==> config.mk <==
export PLATFORM = sky130hd
export DESIGN_NAME = value_queue_search_remove
export DESIGN_NICKNAME = d
export VERILOG_FILES = /design/src/rtl/vqsr_pkg.sv /design/src/rtl/vqsr_datapath.sv /design/src/rtl/vqsr_ctrl.sv /design/src/rtl/value_queue_search_remove.sv
export SDC_FILE = /design/constraint.sdc
export NUM_CORES = 1
export LEC_CHECK = 0
export BUFFER_PORTS_ARGS = -buffer_cell sky130_fd_sc_hd__buf_2
export CORE_MARGIN = 5
export CORE_UTILIZATION = 62
export CTS_CLUSTER_SIZE = 14
export DETAILED_ROUTE_END_ITERATION = 12
export PLACE_DENSITY = 0.79
export RECOVER_POWER = 25
export SLEW_MARGIN = 10
export SYNTH_ARGS = -nofsm -noshare
export SYNTH_HDL_FRONTEND = slang
export SYNTH_HIERARCHICAL = 1
export SYNTH_SLANG_ARGS = --single-unit
==> constraint.sdc <==
create_clock -name clk_i -period 10.7 [get_ports clk_i]
set_input_delay 1.07 -clock clk_i [delete_from_list [all_inputs] [get_ports clk_i]]
set_output_delay 1.07 -clock clk_i [all_outputs]
set_load 0.03 [all_outputs]
==> src/rtl/vqsr_pkg.sv <==
// shared constants, codes and command/status types of the value queue
package vqsr_pkg;

  // queue geometry
  localparam int DEPTH = 16;
  localparam int IDX_W = $clog2(DEPTH);
  localparam int CNT_W = $clog2(DEPTH + 1);

  // field widths
  localparam int VALUE_W  = 32;
  localparam int OP_W     = 2;
  localparam int STATUS_W = 3;
  localparam int COUNT_W  = 5;

  // stream widths
  localparam int S_TDATA_W    = VALUE_W;
  localparam int S_TUSER_W    = OP_W;
  localparam int OUT_FIELDS_W = VALUE_W + STATUS_W + 1 + COUNT_W;
  localparam int M_TDATA_W    = ((OUT_FIELDS_W + 7) / 8) * 8;
  localparam int PAD_W        = M_TDATA_W - OUT_FIELDS_W;

  // bit positions of the result fields in m_axis_tdata
  localparam int RES_LSB    = 0;
  localparam int STATUS_LSB = VALUE_W;
  localparam int FOUND_LSB  = STATUS_LSB + STATUS_W;
  localparam int COUNT_LSB  = FOUND_LSB + 1;

  typedef enum logic [OP_W-1:0] {
    OP_ENQ = 2'd0,
    OP_DEQ = 2'd1,
    OP_HAS = 2'd2,
    OP_DEL = 2'd3
  } op_e;

  typedef enum logic [STATUS_W-1:0] {
    ST_OK      = 3'd0,
    ST_EMPTY   = 3'd1,
    ST_MISSING = 3'd2,
    ST_FULL    = 3'd3,
    ST_DUP     = 3'd4
  } status_e;

  typedef enum logic [2:0] {
    S_IDLE,
    S_DECODE,
    S_TAILCMP,
    S_SCAN,
    S_SHIFT,
    S_FINISH
  } state_e;

  // read address select of the entry memory
  typedef enum logic [1:0] {
    RA_IDX,
    RA_IDX1,
    RA_IDX2,
    RA_TAIL
  } rd_sel_e;

  // controller to datapath
  typedef struct packed {
    logic    accept;
    logic    rd_en;
    rd_sel_e rd_sel;
    logic    idx_inc;
    logic    wr_tail;
    logic    wr_shift;
    logic    cnt_dec;
    logic    set_status;
    status_e status;
    logic    set_found;
    logic    take_res;
    logic    out_load;
  } dp_cmd_t;

  // datapath to controller
  typedef struct packed {
    op_e  op;
    logic cnt_zero;
    logic cnt_full;
    logic match;
    logic more1;
    logic more2;
    logic out_free;
  } dp_stat_t;

endpackage

==> src/rtl/vqsr_datapath.sv <==
// entry memory, counters, comparator and output register of the value queue
module vqsr_datapath (
  input  logic                           clk_i,
  input  logic                           rst_ni,
  input  logic [vqsr_pkg::OP_W-1:0]      op_i,
  input  logic [vqsr_pkg::VALUE_W-1:0]   value_i,
  input  vqsr_pkg::dp_cmd_t              cmd_i,
  output vqsr_pkg::dp_stat_t             stat_o,
  output logic                           out_valid_o,
  input  logic                           out_ready_i,
  output logic [vqsr_pkg::M_TDATA_W-1:0] out_data_o
);
  import vqsr_pkg::*;

  logic [VALUE_W-1:0]   mem [DEPTH];
  logic [VALUE_W-1:0]   rd_data_q;
  op_e                  op_q;
  logic [VALUE_W-1:0]   val_q;
  logic [CNT_W-1:0]     idx_q, idx_d;
  logic [CNT_W-1:0]     count_q, count_d;
  logic [VALUE_W-1:0]   res_q;
  status_e              status_q;
  logic                 found_q;
  logic                 out_valid_q, out_valid_d;
  logic [M_TDATA_W-1:0] out_data_q;
  logic [CNT_W:0]       idx1, idx2;
  logic [CNT_W-1:0]     tail;
  logic [IDX_W-1:0]     rd_addr;

  // neighbour indexes, one bit wider so they never wrap
  assign idx1 = {1'b0, idx_q} + (CNT_W + 1)'(1);
  assign idx2 = {1'b0, idx_q} + (CNT_W + 1)'(2);
  assign tail = count_q - CNT_W'(1);

  // read address select
  always_comb begin
    case (cmd_i.rd_sel)
      RA_IDX:  rd_addr = idx_q[IDX_W-1:0];
      RA_IDX1: rd_addr = idx1[IDX_W-1:0];
      RA_IDX2: rd_addr = idx2[IDX_W-1:0];
      RA_TAIL: rd_addr = tail[IDX_W-1:0];
      default: rd_addr = idx_q[IDX_W-1:0];
    endcase
  end

  // entry memory: one write and one registered read a cycle
  always_ff @(posedge clk_i) begin
    if (cmd_i.wr_tail) begin
      mem[count_q[IDX_W-1:0]] <= val_q;
    end else if (cmd_i.wr_shift) begin
      mem[idx_q[IDX_W-1:0]] <= rd_data_q;
    end
    if (cmd_i.rd_en) begin
      rd_data_q <= mem[rd_addr];
    end
  end

  // request latch and result build-up
  always_ff @(posedge clk_i) begin
    if (cmd_i.accept) begin
      op_q     <= op_e'(op_i);
      val_q    <= value_i;
      res_q    <= '0;
      status_q <= ST_OK;
      found_q  <= 1'b0;
    end else begin
      if (cmd_i.set_status) begin
        status_q <= cmd_i.status;
      end
      if (cmd_i.set_found) begin
        found_q <= 1'b1;
      end
      if (cmd_i.take_res) begin
        res_q <= rd_data_q;
      end
    end
    if (cmd_i.out_load) begin
      out_data_q <= {{PAD_W{1'b0}}, COUNT_W'(count_q), found_q, status_q, res_q};
    end
  end

  // index and fill count
  always_comb begin
    idx_d   = idx_q;
    count_d = count_q;
    if (cmd_i.accept) begin
      idx_d = '0;
    end else if (cmd_i.idx_inc) begin
      idx_d = idx1[CNT_W-1:0];
    end
    if (cmd_i.wr_tail) begin
      count_d = count_q + CNT_W'(1);
    end else if (cmd_i.cnt_dec) begin
      count_d = count_q - CNT_W'(1);
    end
  end

  // output register valid
  always_comb begin
    out_valid_d = out_valid_q;
    if (cmd_i.out_load) begin
      out_valid_d = 1'b1;
    end else if (out_ready_i) begin
      out_valid_d = 1'b0;
    end
  end

  always_ff @(posedge clk_i or negedge rst_ni) begin
    if (!rst_ni) begin
      idx_q       <= '0;
      count_q     <= '0;
      out_valid_q <= 1'b0;
    end else begin
      idx_q       <= idx_d;
      count_q     <= count_d;
      out_valid_q <= out_valid_d;
    end
  end

  // status towards the controller
  assign stat_o.op       = op_q;
  assign stat_o.cnt_zero = (count_q == '0);
  assign stat_o.cnt_full = (count_q == CNT_W'(DEPTH));
  assign stat_o.match    = (rd_data_q == val_q);
  assign stat_o.more1    = (idx1 < {1'b0, count_q});
  assign stat_o.more2    = (idx2 < {1'b0, count_q});
  assign stat_o.out_free = !out_valid_q || out_ready_i;

  assign out_valid_o = out_valid_q;
  assign out_data_o  = out_data_q;

endmodule

==> src/rtl/vqsr_ctrl.sv <==
// sequencing state machine of the value queue
module vqsr_ctrl (
  input  logic               clk_i,
  input  logic               rst_ni,
  input  logic               in_valid_i,
  output logic               in_ready_o,
  input  vqsr_pkg::dp_stat_t stat_i,
  output vqsr_pkg::dp_cmd_t  cmd_o
);
  import vqsr_pkg::*;

  state_e state_q, state_d;
  logic   hit;

  // dequeue takes the head without a compare
  assign hit = stat_i.match || (stat_i.op == OP_DEQ);

  // state register
  always_ff @(posedge clk_i or negedge rst_ni) begin
    if (!rst_ni) begin
      state_q <= S_IDLE;
    end else begin
      state_q <= state_d;
    end
  end

  // next state
  always_comb begin
    state_d = state_q;
    case (state_q)
      S_IDLE: begin
        if (in_valid_i) state_d = S_DECODE;
      end
      S_DECODE: begin
        if (stat_i.cnt_zero) state_d = S_FINISH;
        else if (stat_i.op == OP_ENQ) state_d = S_TAILCMP;
        else state_d = S_SCAN;
      end
      S_TAILCMP: begin
        state_d = S_FINISH;
      end
      S_SCAN: begin
        if (hit) begin
          if (stat_i.op != OP_HAS && stat_i.more1) state_d = S_SHIFT;
          else state_d = S_FINISH;
        end else if (!stat_i.more1) begin
          state_d = S_FINISH;
        end
      end
      S_SHIFT: begin
        if (!stat_i.more2) state_d = S_FINISH;
      end
      S_FINISH: begin
        if (stat_i.out_free) state_d = S_IDLE;
      end
      default: state_d = S_IDLE;
    endcase
  end

  // commands
  always_comb begin
    cmd_o        = '0;
    cmd_o.rd_sel = RA_IDX;
    cmd_o.status = ST_OK;
    in_ready_o   = 1'b0;
    case (state_q)
      S_IDLE: begin
        in_ready_o   = 1'b1;
        cmd_o.accept = in_valid_i;
      end
      S_DECODE: begin
        if (stat_i.cnt_zero) begin
          case (stat_i.op)
            OP_ENQ: cmd_o.wr_tail = 1'b1;
            OP_HAS: begin
              cmd_o.set_status = 1'b1;
              cmd_o.status     = ST_MISSING;
            end
            default: begin
              cmd_o.set_status = 1'b1;
              cmd_o.status     = ST_EMPTY;
            end
          endcase
        end else begin
          cmd_o.rd_en  = 1'b1;
          cmd_o.rd_sel = (stat_i.op == OP_ENQ) ? RA_TAIL : RA_IDX;
        end
      end
      S_TAILCMP: begin
        if (stat_i.match) begin
          cmd_o.set_status = 1'b1;
          cmd_o.status     = ST_DUP;
        end else if (stat_i.cnt_full) begin
          cmd_o.set_status = 1'b1;
          cmd_o.status     = ST_FULL;
        end else begin
          cmd_o.wr_tail = 1'b1;
        end
      end
      S_SCAN: begin
        if (hit) begin
          if (stat_i.op == OP_HAS) begin
            cmd_o.set_found = 1'b1;
          end else begin
            cmd_o.take_res = 1'b1;
            if (stat_i.more1) begin
              cmd_o.rd_en  = 1'b1;
              cmd_o.rd_sel = RA_IDX1;
            end else begin
              cmd_o.cnt_dec = 1'b1;
            end
          end
        end else if (stat_i.more1) begin
          cmd_o.rd_en   = 1'b1;
          cmd_o.rd_sel  = RA_IDX1;
          cmd_o.idx_inc = 1'b1;
        end else begin
          cmd_o.set_status = 1'b1;
          cmd_o.status     = ST_MISSING;
        end
      end
      S_SHIFT: begin
        cmd_o.wr_shift = 1'b1;
        cmd_o.idx_inc  = 1'b1;
        if (stat_i.more2) begin
          cmd_o.rd_en  = 1'b1;
          cmd_o.rd_sel = RA_IDX2;
        end else begin
          cmd_o.cnt_dec = 1'b1;
        end
      end
      S_FINISH: begin
        cmd_o.out_load = stat_i.out_free;
      end
      default: begin
        cmd_o.accept = 1'b0;
      end
    endcase
  end

endmodule

==> src/rtl/value_queue_search_remove.sv <==
// top level of the bounded value queue with search and remove
// Bounded FIFO of DEPTH signed 32-bit values held in a single-port-style
// entry memory (one write and one registered read per cycle). Each request
// carries an operation in s_axis_tuser (0 enqueue, 1 dequeue head, 2 contains
// test, 3 remove first matching value) and a value in s_axis_tdata, and gives
// exactly one result. One request is worked at a time. The search and the
// gap-closing shift walk the entry memory one entry per cycle, so a request
// takes longer the more entries are stored; a request on an empty queue ends
// straight after decode. The result sits in an output register, so the next
// request is taken while it waits.
module value_queue_search_remove (
  input  logic                           clk_i,
  input  logic                           rst_ni,
  input  logic                           s_axis_tvalid,
  output logic                           s_axis_tready,
  // [31:0] item_value
  input  logic [vqsr_pkg::S_TDATA_W-1:0] s_axis_tdata,
  // [1:0] operation
  input  logic [vqsr_pkg::S_TUSER_W-1:0] s_axis_tuser,
  output logic                           m_axis_tvalid,
  input  logic                           m_axis_tready,
  // [31:0] result_value, [34:32] status, [35] found, [40:36] entry_count, [47:41] zero
  output logic [vqsr_pkg::M_TDATA_W-1:0] m_axis_tdata
);
  import vqsr_pkg::*;

  dp_cmd_t  cmd;
  dp_stat_t stat;

  // sequencer
  vqsr_ctrl u_ctrl (
    .clk_i      (clk_i),
    .rst_ni     (rst_ni),
    .in_valid_i (s_axis_tvalid),
    .in_ready_o (s_axis_tready),
    .stat_i     (stat),
    .cmd_o      (cmd)
  );

  // storage and compare
  vqsr_datapath u_datapath (
    .clk_i       (clk_i),
    .rst_ni      (rst_ni),
    .op_i        (s_axis_tuser),
    .value_i     (s_axis_tdata),
    .cmd_i       (cmd),
    .stat_o      (stat),
    .out_valid_o (m_axis_tvalid),
    .out_ready_i (m_axis_tready),
    .out_data_o  (m_axis_tdata)
  );

endmodule

==> results.json <==
{
  "status": "finished with violations",
  "failed_checks": "max-capacitance violations, max-slew violations",
  "p_sw_mw": 4.65,
  "dp.cells": 2647,
  "final.min_clock_period_ps": 8430,
  "final_antenna_net_count": 0,
  "end_kind": "flip-flop",
  "hold_path.class": "flip-flop to flip-flop",
  "drt-vias-per-instance": 7.62,
  "clockBufferDepth": 3,
  "dpl-instance-area_um2": 30600,
  "power.density_nw_per_um2": 331,
  "p_seq_share_pct": 35.8,
  "fill_cells": 3163,
  "track_usage_pct": 31.4,
  "first_global_vias": 20600,
  "fin_area_um2": 32600,
  "coreArea_um2": 47600,
  "syn_area_per_cell_um2": 13.8,
  "fin_tns_setup_ps": 0,
  "regToRegSetupSlack_ps": 2270,
  "postSynth.asyncResetShare_pct": 2.09,
  "wl_per_cell_um": 30.5,
  "yosysWarnings": 6,
  "maxSlewViolCount": 218,
  "final-hold-violation-count": 0,
  "crit_fanout": 90,
  "slew_headroom_pct": -103,
  "crit_required_ps": 11040,
  "cp-endpoint": "u_datapath/rd_data_q[26]$_DFFE_PP_",
  "overflow": 0,
  "cap_violations": 6,
  "path_clk_slew_ps": 60,
  "ys.flop_type": "edfxtp_1",
  "setup_ws_ps": 2270,
  "drive_above_1_share_pct": 12.8,
  "worst_pin_slew_ps": 3040,
  "rsz0062_at_grt": "no",
  "postCtsResizedCells": 0,
  "hpwl_um": 43300,
  "finalPower_mw": 10.8,
  "synth-seq-cells": 669,
  "place.gp.congestion": 0.867,
  "drcViolationCount": 0,
  "wl_um": 84600,
  "synth_edf_count": 619,
  "crit_arrival_ps": 8770,
  "r2r_start": "u_datapath/count_q[0]$_DFFE_PN0P_",
  "syn_area_um2": 29800,
  "dpl_worst_slack_ps": 3720,
  "critPathLaunchType": "flip-flop",
  "clk_latency_ps": 600,
  "dieWidth_um": 229,
  "drtPass1Iterations": 8,
  "ir_drop_v": 0.000268,
  "htreeDepth": 3,
  "critPathKind": "flip-flop to flip-flop",
  "grt_max_degree": 190,
  "clockPowerShare_pct": 21.2,
  "antenna_found_initial": 0,
  "clock-sinks": 669,
  "area_growth_pct": 9.35,
  "cts_buffers": 69,
  "synth_cell_types": 66,
  "cts_root_buf": "clkbuf_16",
  "dieArea_um2": 52600,
  "vias": 21100,
  "ios": 88,
  "crit_start": "u_datapath/count_q[0]$_DFFE_PN0P_",
  "switching_share_pct": 43.1,
  "synthCells": 2156,
  "hold_path.startpoint": "u_datapath/res_q[4]$_SDFFE_PP0P_",
  "min_period_over_period_pct": 78.8,
  "setup_violations": 0,
  "ctsHoldBuffers": 0,
  "initial_utilization_pct": 62.6,
  "pwr-share-comb_pct": 43.0,
  "cts_setup_buffers": 0,
  "fin_cells": 2770,
  "max_freq_mhz": 119,
  "synthTopCellsByArea": "edfxtp_1 (62%), o2111ai_1 (5.6%), a2111oi_0 (2.8%)",
  "drtIter0Drc": 2745,
  "cts_tree": "yes",
  "p_leak_nw": 10.3,
  "yosysTopAreaCell": "edfxtp_1",
  "r2r_end": "u_datapath/rd_data_q[26]$_DFFE_PP_",
  "synth_top_area_share_pct": 62.3,
  "io_buffer_count": 80,
  "antenna_cells": 0,
  "skew_ps": 28.6,
  "nNetsFinal": 2154,
  "intPower_mw": 6.16,
  "die_h_um": 229,
  "r2r_cells": 14,
  "grt_pass1_wl_um": 127000,
  "ys_seq_area_share_pct": 65.9,
  "row_count": 80
}
-- layout by cell type (no fill, tap or decap), drive strengths merged, types with 41 or more instances in the layout --
cell type,instances
edfxtp,619
o2111ai,192
mux2i,41
a2111oi,96
buf,82
inv,107
a2111o,64
a21oi,106
clkbuf,135
o22ai,96
a211oi,98
o211ai,67
nor2,77
-- kinds of logic after synthesis --
family                     count (synthesis)  share of synthesized area (%)
DFF                                      669                           65.9
other                                      1                         0.0126
buffers and inverters                    367                           5.11
xor gates and xnor gates                  46                           1.35
AOI/OAI and AO/OA                        785                           20.9
adders and majority gates                 14                          0.579
and+or+nand+nor                          197                           3.42
muxes                                     77                           2.76
-- cell usage after synthesis, drive strengths merged (36+ instances only) --
library cell and instances:
clkbuf 198, mux2 36, o22ai 96, mux2i 41, a211oi 98, a2111oi 96, buf 62, inv 107
xor2 37, nor2 77, o2111ai 192, edfxtp 619, a2111o 64, a21oi 106, o211ai 67, nand4 37
dfxtp 36
-- stage by stage --
stage	hold slack [ps]	util [%]
2_1_floorplan	408	-
3_3_place_gp	414	64.2
3_5_place_dp	416	64.2
4_1_cts	353	68.7
5_1_grt	447	68.5
6_report	422	68.5
-- sequential cells by signal, indices dropped and copies added, names as in the netlist --
| name | count |
|---|---|
| u_ctrl/state_q | 3 |
| u_datapath/count_q | 5 |
| u_datapath/found_q | 1 |
| u_datapath/idx_q | 5 |
| u_datapath/mem | 512 |
| u_datapath/op_q | 2 |
| u_datapath/out_data_o | 41 |
| u_datapath/out_valid_o | 1 |
| u_datapath/rd_data_q | 32 |
| u_datapath/res_q | 32 |
| u_datapath/status_q | 3 |
| u_datapath/val_q | 32 |
-- cell type report --
type	instances	area, um^2	share of cell area, %
Tap cell	615	769	2.36
Timing Repair Buffer	130	718	2.20
Clock buffer	87	1880	5.75
Inverter	107	403	1.24
Multi-Input combinational cell	1126	8930	27.4
Sequential cell	669	19700	60.3
Clock inverter	36	263	0.805
-- routing by layer --
layer / up-vias / wire (um) / global-route usage, %
met2: 1665 / 38100 / 46.8
met1: 10300 / 30100 / 43.1
met5: - / 0 / 0
met3: 343 / 11800 / 8.58
li1: 8804 / - / -
met4: 0 / 4630 / 16.0
-- worst min path at each step --
stage	to	slack (ps)	cells past startpoint
CTS	u_ctrl/state_q[1]$_DFFE_PN0P_	350	1
global placement	u_datapath/out_data_o[4]$_DFFE_PP_	410	0
finish	u_datapath/out_data_o[4]$_DFFE_PP_	420	0
detailed placement	u_datapath/out_data_o[12]$_DFFE_PP_	420	0
global route	u_datapath/out_data_o[1]$_DFFE_PP_	450	0
floorplan	u_datapath/out_data_o[0]$_DFFE_PP_	410	0
-- power groups by stage --
stage	registers [mW]	clock network [mW]	logic (mW)
6_report	3.87	2.29	4.65
5_1_grt	3.89	2.42	4.88
4_1_cts	3.83	2.30	4.50
3_5_place_dp	3.88	0	4.47
3_3_place_gp	3.87	0	4.32
2_1_floorplan	3.78	0	3.18
-- worst max-delay path, cell delays in order (launching register included) --
cell and delay (ps):
dfrtp_4 1000, clkinvlp_2 1710, ha_1 810, nand2_1 110, nor2_1 80, or4b_1 520, or3_1 350, nand2_1 560
mux2_4 940, buf_4 800, a211oi_4 130, buf_4 420, o211ai_1 340, a2bb2o_2 210, nand4_1 80
Note: power is estimated with default switching activity, not from simulation.
